<file path="src/design/sdc_pkg.sv">
`timescale 1ns / 1ps

package sdc_pkg;

    // time base and sensor constants
    localparam int TICKS_PER_SECOND    = 100;
    localparam int SAMPLE_PERIOD_TICKS = 50;
    localparam int SYNC_PERIOD_TICKS   = 60000;
    localparam int CONFIRM_TICKS       = 100;
    localparam int COUNTS_PER_CM       = 116;

    localparam int SUB_W    = $clog2(TICKS_PER_SECOND + 1);
    localparam int SAMPLE_W = $clog2(SAMPLE_PERIOD_TICKS + 1);
    localparam int SYNC_W   = $clog2(SYNC_PERIOD_TICKS + 1);

    localparam int SECS_PER_MIN    = 60;
    localparam int MINS_PER_HOUR   = 60;
    localparam int HOURS_PER_DAY   = 24;
    localparam int DONE_CLEAR_HOUR = 1;
    localparam int MOD_W           = 11;
    localparam int DIST_MAX        = 1023;

    // exact reciprocal for a 16-bit dividend: shift = 16 + ceil(log2 d), multiplier rounded up
    localparam int ECHO_W     = 16;
    localparam int CM_SHIFT   = ECHO_W + $clog2(COUNTS_PER_CM);
    localparam int CM_RECIP   = ((1 << CM_SHIFT) + COUNTS_PER_CM - 1) / COUNTS_PER_CM;
    localparam int CM_PROD_W  = ECHO_W + 18;

    localparam logic [3:0] ALARM_A_BIT = 4'h1;
    localparam logic [3:0] ALARM_B_BIT = 4'h2;
    localparam logic [3:0] ALARM_C_BIT = 4'h4;
    localparam logic [3:0] ALARM_D_BIT = 4'h8;

    localparam logic [1:0] CMD_TICK = 2'd0;
    localparam logic [1:0] CMD_ECHO = 2'd1;
    localparam logic [1:0] CMD_SET  = 2'd2;

    localparam logic [2:0] CFG_ALARM_A    = 3'd0;
    localparam logic [2:0] CFG_ALARM_B    = 3'd1;
    localparam logic [2:0] CFG_ALARM_C    = 3'd2;
    localparam logic [2:0] CFG_ALARM_D    = 3'd3;
    localparam logic [2:0] CFG_NEAR_LIMIT = 3'd4;
    localparam logic [2:0] CFG_TIMED_RUN  = 3'd5;
    localparam logic [2:0] CFG_SNACK_RUN  = 3'd6;
    localparam logic [2:0] CFG_REST       = 3'd7;

    typedef enum logic [1:0] {
        MODE_IDLE  = 2'd0,
        MODE_SEEN  = 2'd1,
        MODE_TIMED = 2'd2,
        MODE_SNACK = 2'd3
    } t_mode;

    typedef struct packed {
        logic [1:0]  cmd;
        logic [15:0] echo_width;
        logic        echo_timeout;
        logic [4:0]  new_hours;
        logic [5:0]  new_minutes;
        logic [5:0]  new_seconds;
    } t_in_word;

    typedef struct packed {
        logic [1:0]  mode;
        logic        motor_on;
        logic        cooldown_active;
        logic [4:0]  clock_hours;
        logic [5:0]  clock_minutes;
        logic [5:0]  clock_seconds;
        logic [9:0]  range_cm;
        logic        sample_request;
        logic        sync_request;
        logic [3:0]  alarms_done;
    } t_out_word;

endpackage

</file>
<file path="src/design/scheduled_dispense_controller.sv">
`timescale 1ns / 1ps

// Feeder controller. Three channels, all valid/ready:
//   in  : one word per event (tick, echo measurement, time set), i_in_word
//   out : one status word per input word, o_out_word
//   cfg : register writes (index, data); always ready, write only while idle
// Every input word yields exactly one status word, in order. A word accepted
// into the input register passes the update logic and is then written to the
// output register.
// Throughput is one word per cycle while the output is not stalled; the
// feedback path that sets it is the state update, which finishes for each
// word in the cycle it leaves the input register.
// When the receiver stalls, the output register holds its word, the input
// register still takes one more word, and then o_in_ready drops until the
// output is taken. Reset clears the clock, counters, stamps and mode (idle,
// cooldown active at start) and loads the default alarm times and run lengths.
module scheduled_dispense_controller
    import sdc_pkg::*;
(
    input  logic        i_clk,
    input  logic        i_rst_n,
    input  logic        i_in_valid,
    output logic        o_in_ready,
    input  t_in_word    i_in_word,
    output logic        o_out_valid,
    input  logic        i_out_ready,
    output t_out_word   o_out_word,
    input  logic        i_cfg_valid,
    output logic        o_cfg_ready,
    input  logic [2:0]  i_cfg_index,
    input  logic [15:0] i_cfg_data
);

    // configuration
    logic [MOD_W-1:0] r_alarm_a, r_alarm_b, r_alarm_c, r_alarm_d;
    logic [9:0]       r_near;
    logic [15:0]      r_timed_ticks, r_snack_ticks, r_rest_ticks;

    // pipeline
    logic      r_in_valid;
    t_in_word  r_in_word;
    logic      r_out_valid;
    t_out_word r_out_word;
    logic      advance;

    // state
    logic [31:0]         r_tick, n_tick;
    logic [SUB_W-1:0]    r_sub, n_sub;
    logic [SAMPLE_W-1:0] r_sample, n_sample;
    logic [SYNC_W-1:0]   r_sync, n_sync;
    logic [4:0]          r_hour, n_hour;
    logic [5:0]          r_min, n_min;
    logic [5:0]          r_sec, n_sec;
    t_mode               r_mode, n_mode;
    logic [3:0]          r_done, n_done;
    logic [31:0]         r_seen, n_seen;
    logic [31:0]         r_run, n_run;
    logic [31:0]         r_rest, n_rest;
    logic [9:0]          r_dist, n_dist;
    logic                sample_req, sync_req;
    t_out_word           n_out;

    // incremented values, one bit wider where out-of-range loads can carry
    logic [SUB_W-1:0]    sub_inc;
    logic [SAMPLE_W:0]   sample_inc;
    logic [SYNC_W:0]     sync_inc;
    logic [6:0]          sec_inc, min_inc;
    logic [5:0]          hour_inc;
    logic [31:0]         rest_gap;

    logic [CM_PROD_W-1:0] echo_prod;
    logic [ECHO_W-1:0]    echo_quot;
    logic [9:0]           echo_cm;

    assign advance     = r_in_valid && (!r_out_valid || i_out_ready);
    assign o_in_ready  = !r_in_valid || advance;
    assign o_out_valid = r_out_valid;
    assign o_out_word  = r_out_word;
    assign o_cfg_ready = 1'b1;

    assign sub_inc    = r_sub + 1'b1;
    assign sample_inc = {1'b0, r_sample} + 1'b1;
    assign sync_inc   = {1'b0, r_sync} + 1'b1;
    assign sec_inc    = {1'b0, r_sec} + 7'd1;
    assign min_inc    = {1'b0, r_min} + 7'd1;
    assign hour_inc   = {1'b0, r_hour} + 6'd1;
    assign rest_gap   = r_tick - r_rest;

    // distance = width / counts_per_cm by reciprocal multiply, exact for 16 bits
    assign echo_prod = CM_PROD_W'(r_in_word.echo_width) * CM_PROD_W'(CM_RECIP);
    assign echo_quot = ECHO_W'(echo_prod >> CM_SHIFT);
    assign echo_cm   = (echo_quot > ECHO_W'(DIST_MAX)) ? 10'(DIST_MAX) : echo_quot[9:0];

    // next state
    always_comb begin
        logic [MOD_W-1:0] v_mod;
        logic [3:0]       v_bit;
        n_tick     = r_tick;
        n_sub      = r_sub;
        n_sample   = r_sample;
        n_sync     = r_sync;
        n_hour     = r_hour;
        n_min      = r_min;
        n_sec      = r_sec;
        n_mode     = r_mode;
        n_done     = r_done;
        n_seen     = r_seen;
        n_run      = r_run;
        n_rest     = r_rest;
        n_dist     = r_dist;
        sample_req = 1'b0;
        sync_req   = 1'b0;
        v_mod      = '0;
        v_bit      = '0;

        case (r_in_word.cmd)
            CMD_TICK: begin
                n_tick = r_tick + 32'd1;
                if (sample_inc >= (SAMPLE_W+1)'(SAMPLE_PERIOD_TICKS)) begin
                    n_sample   = '0;
                    sample_req = 1'b1;
                end else begin
                    n_sample = sample_inc[SAMPLE_W-1:0];
                end
                if (sync_inc >= (SYNC_W+1)'(SYNC_PERIOD_TICKS)) begin
                    n_sync   = '0;
                    sync_req = 1'b1;
                end else begin
                    n_sync = sync_inc[SYNC_W-1:0];
                end
                if (sub_inc >= SUB_W'(TICKS_PER_SECOND)) begin
                    n_sub = '0;
                    if (sec_inc < 7'(SECS_PER_MIN)) begin
                        n_sec = sec_inc[5:0];
                    end else begin
                        n_sec = '0;
                        if (min_inc < 7'(MINS_PER_HOUR)) begin
                            n_min = min_inc[5:0];
                        end else begin
                            n_min = '0;
                            if (hour_inc >= 6'(HOURS_PER_DAY)) begin
                                n_hour = '0;
                            end else begin
                                n_hour = hour_inc[4:0];
                            end
                            // day rollover of the served flags at 01:00
                            if (n_hour == 5'(DONE_CLEAR_HOUR)) begin
                                n_done = '0;
                            end
                        end
                        v_mod = MOD_W'(n_hour) * MOD_W'(MINS_PER_HOUR) + MOD_W'(n_min);
                        if (v_mod == r_alarm_a) begin
                            v_bit = ALARM_A_BIT;
                        end else if (v_mod == r_alarm_b) begin
                            v_bit = ALARM_B_BIT;
                        end else if (v_mod == r_alarm_c) begin
                            v_bit = ALARM_C_BIT;
                        end else if (v_mod == r_alarm_d) begin
                            v_bit = ALARM_D_BIT;
                        end
                        if (v_bit != '0 && (n_done & v_bit) == '0 && n_mode == MODE_IDLE) begin
                            n_done = n_done | v_bit;
                            n_mode = MODE_TIMED;
                            n_run  = n_tick;
                        end
                    end
                end else begin
                    n_sub = sub_inc;
                end
            end
            CMD_ECHO: begin
                // echoes are ignored while the motor runs
                if (r_mode == MODE_IDLE || r_mode == MODE_SEEN) begin
                    if (r_in_word.echo_timeout) begin
                        n_dist = '0;
                    end else begin
                        n_dist = echo_cm;
                        if (echo_cm != '0 && echo_cm < r_near) begin
                            if (rest_gap >= {16'd0, r_rest_ticks} && r_mode == MODE_IDLE) begin
                                n_mode = MODE_SEEN;
                                n_seen = r_tick;
                            end
                        end else if (r_mode == MODE_SEEN) begin
                            n_mode = MODE_IDLE;
                        end
                    end
                end
            end
            CMD_SET: begin
                n_hour = r_in_word.new_hours;
                n_min  = r_in_word.new_minutes;
                n_sec  = r_in_word.new_seconds;
            end
            default: ;
        endcase

        // mode timers, evaluated once after every word
        case (n_mode)
            MODE_SEEN: begin
                if (n_tick - n_seen >= 32'(CONFIRM_TICKS)) begin
                    n_mode = MODE_SNACK;
                    n_run  = n_tick;
                end
            end
            MODE_TIMED: begin
                if (n_tick - n_run >= {16'd0, r_timed_ticks}) begin
                    n_mode = MODE_IDLE;
                    n_dist = '0;
                end
            end
            MODE_SNACK: begin
                if (n_tick - n_run >= {16'd0, r_snack_ticks}) begin
                    n_mode = MODE_IDLE;
                    n_rest = n_tick;
                    n_dist = '0;
                end
            end
            default: ;
        endcase
    end

    // status word
    always_comb begin
        n_out.mode            = n_mode;
        n_out.motor_on        = (n_mode == MODE_TIMED) || (n_mode == MODE_SNACK);
        n_out.cooldown_active = (n_tick - n_rest) < {16'd0, r_rest_ticks};
        n_out.clock_hours     = n_hour;
        n_out.clock_minutes   = n_min;
        n_out.clock_seconds   = n_sec;
        n_out.range_cm        = n_dist;
        n_out.sample_request  = sample_req;
        n_out.sync_request    = sync_req;
        n_out.alarms_done     = n_done;
    end

    always_ff @(posedge i_clk) begin
        if (!i_rst_n) begin
            r_in_valid  <= 1'b0;
            r_out_valid <= 1'b0;
            r_tick      <= '0;
            r_sub       <= '0;
            r_sample    <= '0;
            r_sync      <= '0;
            r_hour      <= '0;
            r_min       <= '0;
            r_sec       <= '0;
            r_mode      <= MODE_IDLE;
            r_done      <= '0;
            r_seen      <= '0;
            r_run       <= '0;
            r_rest      <= '0;
            r_dist      <= '0;
        end else begin
            if (o_in_ready) begin
                r_in_valid <= i_in_valid;
            end
            if (advance) begin
                r_out_valid <= 1'b1;
                r_tick      <= n_tick;
                r_sub       <= n_sub;
                r_sample    <= n_sample;
                r_sync      <= n_sync;
                r_hour      <= n_hour;
                r_min       <= n_min;
                r_sec       <= n_sec;
                r_mode      <= n_mode;
                r_done      <= n_done;
                r_seen      <= n_seen;
                r_run       <= n_run;
                r_rest      <= n_rest;
                r_dist      <= n_dist;
            end else if (i_out_ready) begin
                r_out_valid <= 1'b0;
            end
        end
    end

    always_ff @(posedge i_clk) begin
        if (i_in_valid && o_in_ready) begin
            r_in_word <= i_in_word;
        end
        if (advance) begin
            r_out_word <= n_out;
        end
    end

    always_ff @(posedge i_clk) begin
        if (!i_rst_n) begin
            r_alarm_a     <= 11'd360;
            r_alarm_b     <= 11'd774;
            r_alarm_c     <= 11'd1080;
            r_alarm_d     <= 11'd0;
            r_near        <= 10'd20;
            r_timed_ticks <= 16'd700;
            r_snack_ticks <= 16'd300;
            r_rest_ticks  <= 16'd300;
        end else if (i_cfg_valid) begin
            case (i_cfg_index)
                CFG_ALARM_A:    r_alarm_a     <= i_cfg_data[MOD_W-1:0];
                CFG_ALARM_B:    r_alarm_b     <= i_cfg_data[MOD_W-1:0];
                CFG_ALARM_C:    r_alarm_c     <= i_cfg_data[MOD_W-1:0];
                CFG_ALARM_D:    r_alarm_d     <= i_cfg_data[MOD_W-1:0];
                CFG_NEAR_LIMIT: r_near        <= i_cfg_data[9:0];
                CFG_TIMED_RUN:  r_timed_ticks <= i_cfg_data;
                CFG_SNACK_RUN:  r_snack_ticks <= i_cfg_data;
                CFG_REST:       r_rest_ticks  <= i_cfg_data;
                default: ;
            endcase
        end
    end

endmodule
</file>
<file path="config.mk">
export PLATFORM = sky130hd
export DESIGN_NAME = scheduled_dispense_controller
export DESIGN_NICKNAME = d
export VERILOG_FILES = /design/src/design/sdc_pkg.sv /design/src/design/scheduled_dispense_controller.sv
export SDC_FILE = /design/constraint.sdc
export NUM_CORES = 2
export LEC_CHECK = 0
export BUFFER_PORTS_ARGS = -buffer_cell sky130_fd_sc_hd__buf_2
export CORE_ASPECT_RATIO = 0.8
export CORE_MARGIN = 3
export CORE_UTILIZATION = 35
export DETAILED_ROUTE_END_ITERATION = 6
export HOLD_SLACK_MARGIN = 0.08
export SYNTH_ARGS = -nofsm -noshare
export SYNTH_HDL_FRONTEND = slang
export SYNTH_SLANG_ARGS = --single-unit
</file>
<file path="constraint.sdc">
create_clock -name i_clk -period 26.5 [get_ports i_clk]
set_clock_uncertainty 0.15 [all_clocks]
set_input_delay 2.65 -clock i_clk [delete_from_list [all_inputs] [get_ports i_clk]]
set_output_delay 2.65 -clock i_clk [all_outputs]
set_load 0.05 [all_outputs]
</file>
# Word-level counts from Yosys, hierarchy flattened
# Cells that the tools add are included.
# totals
regBits	367
input_bits	60
# op_classes
add_sub_neg	12
n_mul	2
magnitude_cmp	13
n_eq_ne	20
mux	79
n_bitwise	2
reduce_logical	28
# op_table
operator	n
$mux W32	14
$sub A32 B32 Y32	4
$ge A32 B16 Y1	3
$mux W4	16
$mux W10	6
$mux W5	11
$mux W6	9
$eq A11 B11 Y1	4
$add A32 B1 Y32 const B	1
$ge A32 B7 Y1 const B	1
$lt A32 B16 Y1	1
$mul A16 B15 Y31 const B	1
$pmux W6 S2	2
$mux W2	11
$add A6 B1 Y7 const B	3
$pmux W10 S2	1
$reduce_and A2 Y1	9
$add A16 B1 Y17 const B	1
$ge A17 B16 Y1 const B	1
$mux W16	1
$lt A7 B6 Y1 const B	2
$eq A3 B3 Y1 const B	4
$add A11 B6 Y11	1
$eq A2 B2 Y1 const B	5
other kinds (28)	44

# Longest topological paths before layout
# logic_depth
depth_word	35
mapped_depth	77

# Worst setup path after synthesis
# OpenSTA, ideal clock, no wires.
# synth_path
path_kind	register to register
from	reg r_min[1]
to	reg r_out_word, in the netlist o_out_word[33], data pin
setup_ps	134
arrival_ps	14469
required_time_ps	26216
setup_slack_ps	11747
path_stages_with_launch	71
n_path_buf	7
path_cell_list	dfxtp_1 ha_1 clkbuf_1 nand3_1 or2_2 clkbuf_1 nand2_1 clkbuf_1 nand2_1 o21ai_1 xnor2_1 xor2_1 fa_1 fa_1 ha_1 clkbuf_1 nand4b_1 mux2i_1 [... 35 more ...] o21ai_0 nand2_1 a21oi_1 o21bai_1 a21o_1 a21oi_1 xnor2_1 ha_1 a21oi_1 nor2b_1 o21ai_0 o2111ai_1 a2111oi_0 nand3_1 a211oi_1 nand4_1 a21oi_1 and4b_1
# synth_rtl
item	line	source
start: declaration	scheduled_dispense_controller.sv:52	logic [5:0] r_min, n_min;
start signal: assignment	scheduled_dispense_controller.sv:264	r_min <= n_min;
end signal: assignment	scheduled_dispense_controller.sv:283	r_out_word <= n_out;
end: declaration	scheduled_dispense_controller.sv:43	t_out_word r_out_word;

==> results_dict.tcl <==
set metrics [dict create \
    cts_tree "yes" \
    fin_nets 4510 \
    setup-tns-final_ns 0 \
    critPathArrivalTime_ns 18.50 \
    slew_headroom_pct 14.8 \
    grt_max_degree 83 \
    clk_latency_ns 0.60 \
    drc 0 \
    io_pins 100 \
    synthDistinctLibCells 91 \
    end_kind "flip-flop" \
    design_area_sq_um 35100 \
    dp_hpwl_um 75800 \
    cp.required_ns 26.80 \
    mappedNetlistArea_sq_um 32000 \
    grt_overflow 0 \
    grt_pass1_vias 26200 \
    initial_utilization_pct 35.6 \
    synth_area_leaders "dfxtp_1 (18%), ha_1 (13%), edfxtp_1 (6.8%)" \
    grt_usage_pct 20.1 \
    fp.dieW_um 344 \
    dr.pass1.iters 6 \
    ctsRootBufferMaster "clkbuf_16" \
    setup.worst_path.class "reg -> reg" \
    drtIter0Drc 2414 \
    holdPathStages 2 \
    postCtsSetupRepairBufs 0 \
    viasPerCell 5.44 \
    holdBufCountCts 0 \
    dieArea_sq_um 95100 \
    fin_crit_ns 18.21 \
    cts_resized 0 \
    yosysSeqAreaShare_pct 25.2 \
    cts.sinks 367 \
    crit_fanout 57 \
    ys_ff_latch 367 \
    power_mw 2.03 \
    portBuffers 98 \
    status "complete, no violations" \
    wl_per_cell_um 18.7 \
    grt_pass1_wl_um 153000 \
    r2r_cells 66 \
    worst_pin_slew_ns 1.27 \
    drt-total-wl_um 98400 \
    synthArstFlopShare_pct 0 \
    die_h_um 276 \
    vdd_drop_max_v 0.0000505 \
    p_leak_nw 14.9 \
    cp_slowest_stage_delay_ns 0.72 \
    crit_path_frequent_cell "a21oi_1" \
    min_period_over_period_pct 68.7 \
    synthCells 4021 \
    cp_slowest_cell "ha_1" \
    synth_top_area_share_pct 18.4 \
    ys.flop_type "dfxtp_1" \
    ant_nets 0 \
    area_growth_pct 9.60 \
    numCtsBuffers 42 \
    setup_viol 0 \
    placementRows 98 \
    layout-drive-gt1-share_pct 6.79 \
    maxSlewViolCount 0 \
    synth_most_common_cell "nand2_1" \
    whs_ns 0.306 \
    synth_area_per_cell_sq_um 7.96 \
    post_dp_cell_area_sq_um 33600 \
    antenna_found_initial 15 \
    final_core_util_pct 39.0 \
    worst_setup_path_start_kind "flip-flop" \
    fmax_ghz 0.0549 \
    cts_htree_levels 2 \
    path_clk_slew_ns 0.06 \
    hp-class "reg -> reg" \
    synth_commonest_cells "nand2_1 (449), a21oi_1 (428), nor2_1 (359), ha_1 (340), inv_1 (334)" \
    finalHoldViolCount 0 \
    p_per_area_nw_per_um2 58.0 \
    synth_edf_count 73 \
    core_area_sq_um 90000 \
    gp_congestion 0.964 \
    yosysWarnings 0 \
    clockBufferDepth 3 \
    max-cap-violations 0 \
    syn_nets 4514 \
    num_vias 28575 \
    yosys.area.top_type "dfxtp_1" \
    rsz0062_at_grt "no" \
]
-- worst max-delay path: cells and delay by family (launching register included) --
family                     cells  cell delay, ns
buffers and inverters          3            1.14
adders and majority gates      8            3.32
and+or+nand+nor               18            3.63
xor gates and xnor gates       3            0.67
muxes                          2            0.52
AOI/OAI and AO/OA             32            7.94
DFF                            1            0.65
-- area by class of cell --
class                   count  area, sq um
diodes                      6         15.0
clock buffers              59         1250
clock inverters            18          186
fillers                  9305        54900
inverters                 336         1270
multi-input cells        3123        21900
flip-flops and latches    367         8080
well taps                1200         1500
repair buffers            147          858
-- sequential cells by signal, indices dropped and copies added, names as in the netlist, 16 cells and up --
name,count
r_tick,32
r_rest,32
r_in_word,36
r_snack_ticks,16
r_seen,32
r_run,32
r_timed_ticks,16
r_sync,16
r_rest_ticks,16
o_out_word,37
-- layer usage --
layer | wire (um) | global-route usage, %
met1 | 48100 | 30.0
met2 | 40300 | 28.9
met3 | 7940 | 4.69
met4 | 1920 | 4.67
met5 | 45 | 0
-- cell usage in the layout (no fill, tap or decap), drive strengths merged, types with 40 or more instances in the layout --
cell type  synthesis  routed
clkbuf           165      59
nor3              63      63
nand2b            48      48
nor2             359     359
o21a              55      55
buf               30     147
ha               340     340
nand2            449     449
a211oi            61      61
a21o              61      61
fa                93      93
xor2              93      93
inv              335     343
o21ai            230     230
edfxtp            73      73
mux2i             77      77
a21oi            428     428
and3              40      40
dfxtp            294     294
nand3             86      86
xnor2            101     101
-- power by group --
| part | switching (mW) | internal, mW | leakage, nW | total (mW) |
|---|---|---|---|---|
| sequential | 0.0157 | 0.591 | 3.09 | 0.607 |
| combinational | 0.486 | 0.322 | 11.1 | 0.809 |
| clock | 0.258 | 0.360 | 0.714 | 0.619 |
-- stage by stage --
stage	setup slack, ns	std cells
floorplan	11.75	4021
global placement	9.05	5173
detailed placement	8.71	5173
CTS	8.60	5250
global route	6.82	5252
finish	8.29	5256
-- kinds of logic (layout without fill, tap and decap cells) --
| family | count (synthesis) | after routing | share of synthesized area [%] |
|---|---|---|---|
| flip-flops | 367 | 367 | 25.2 |
| buffers and inverters | 531 | 560 | 6.41 |
| adder cells (fa/ha/maj) | 433 | 433 | 19.1 |
| other | 1 | 7 | 0.0117 |
| multiplexers | 88 | 88 | 2.80 |
| XOR/XNOR | 205 | 205 | 6.09 |
| AO/OA/AOI/OAI | 1118 | 1118 | 21.7 |
| AND/OR/NAND/NOR | 1278 | 1278 | 18.6 |
-- final timing paths --
kind                           end             start  slack (ns)
setup / recovery    o_out_word[33]          r_min[0]        8.29
hold / removal    r_timed_ticks[8]  r_timed_ticks[8]        0.31
setup reg to reg    o_out_word[33]          r_min[0]        8.29
hold reg to reg   r_timed_ticks[8]  r_timed_ticks[8]        0.31
Note: power is estimated with default switching activity, not from simulation.
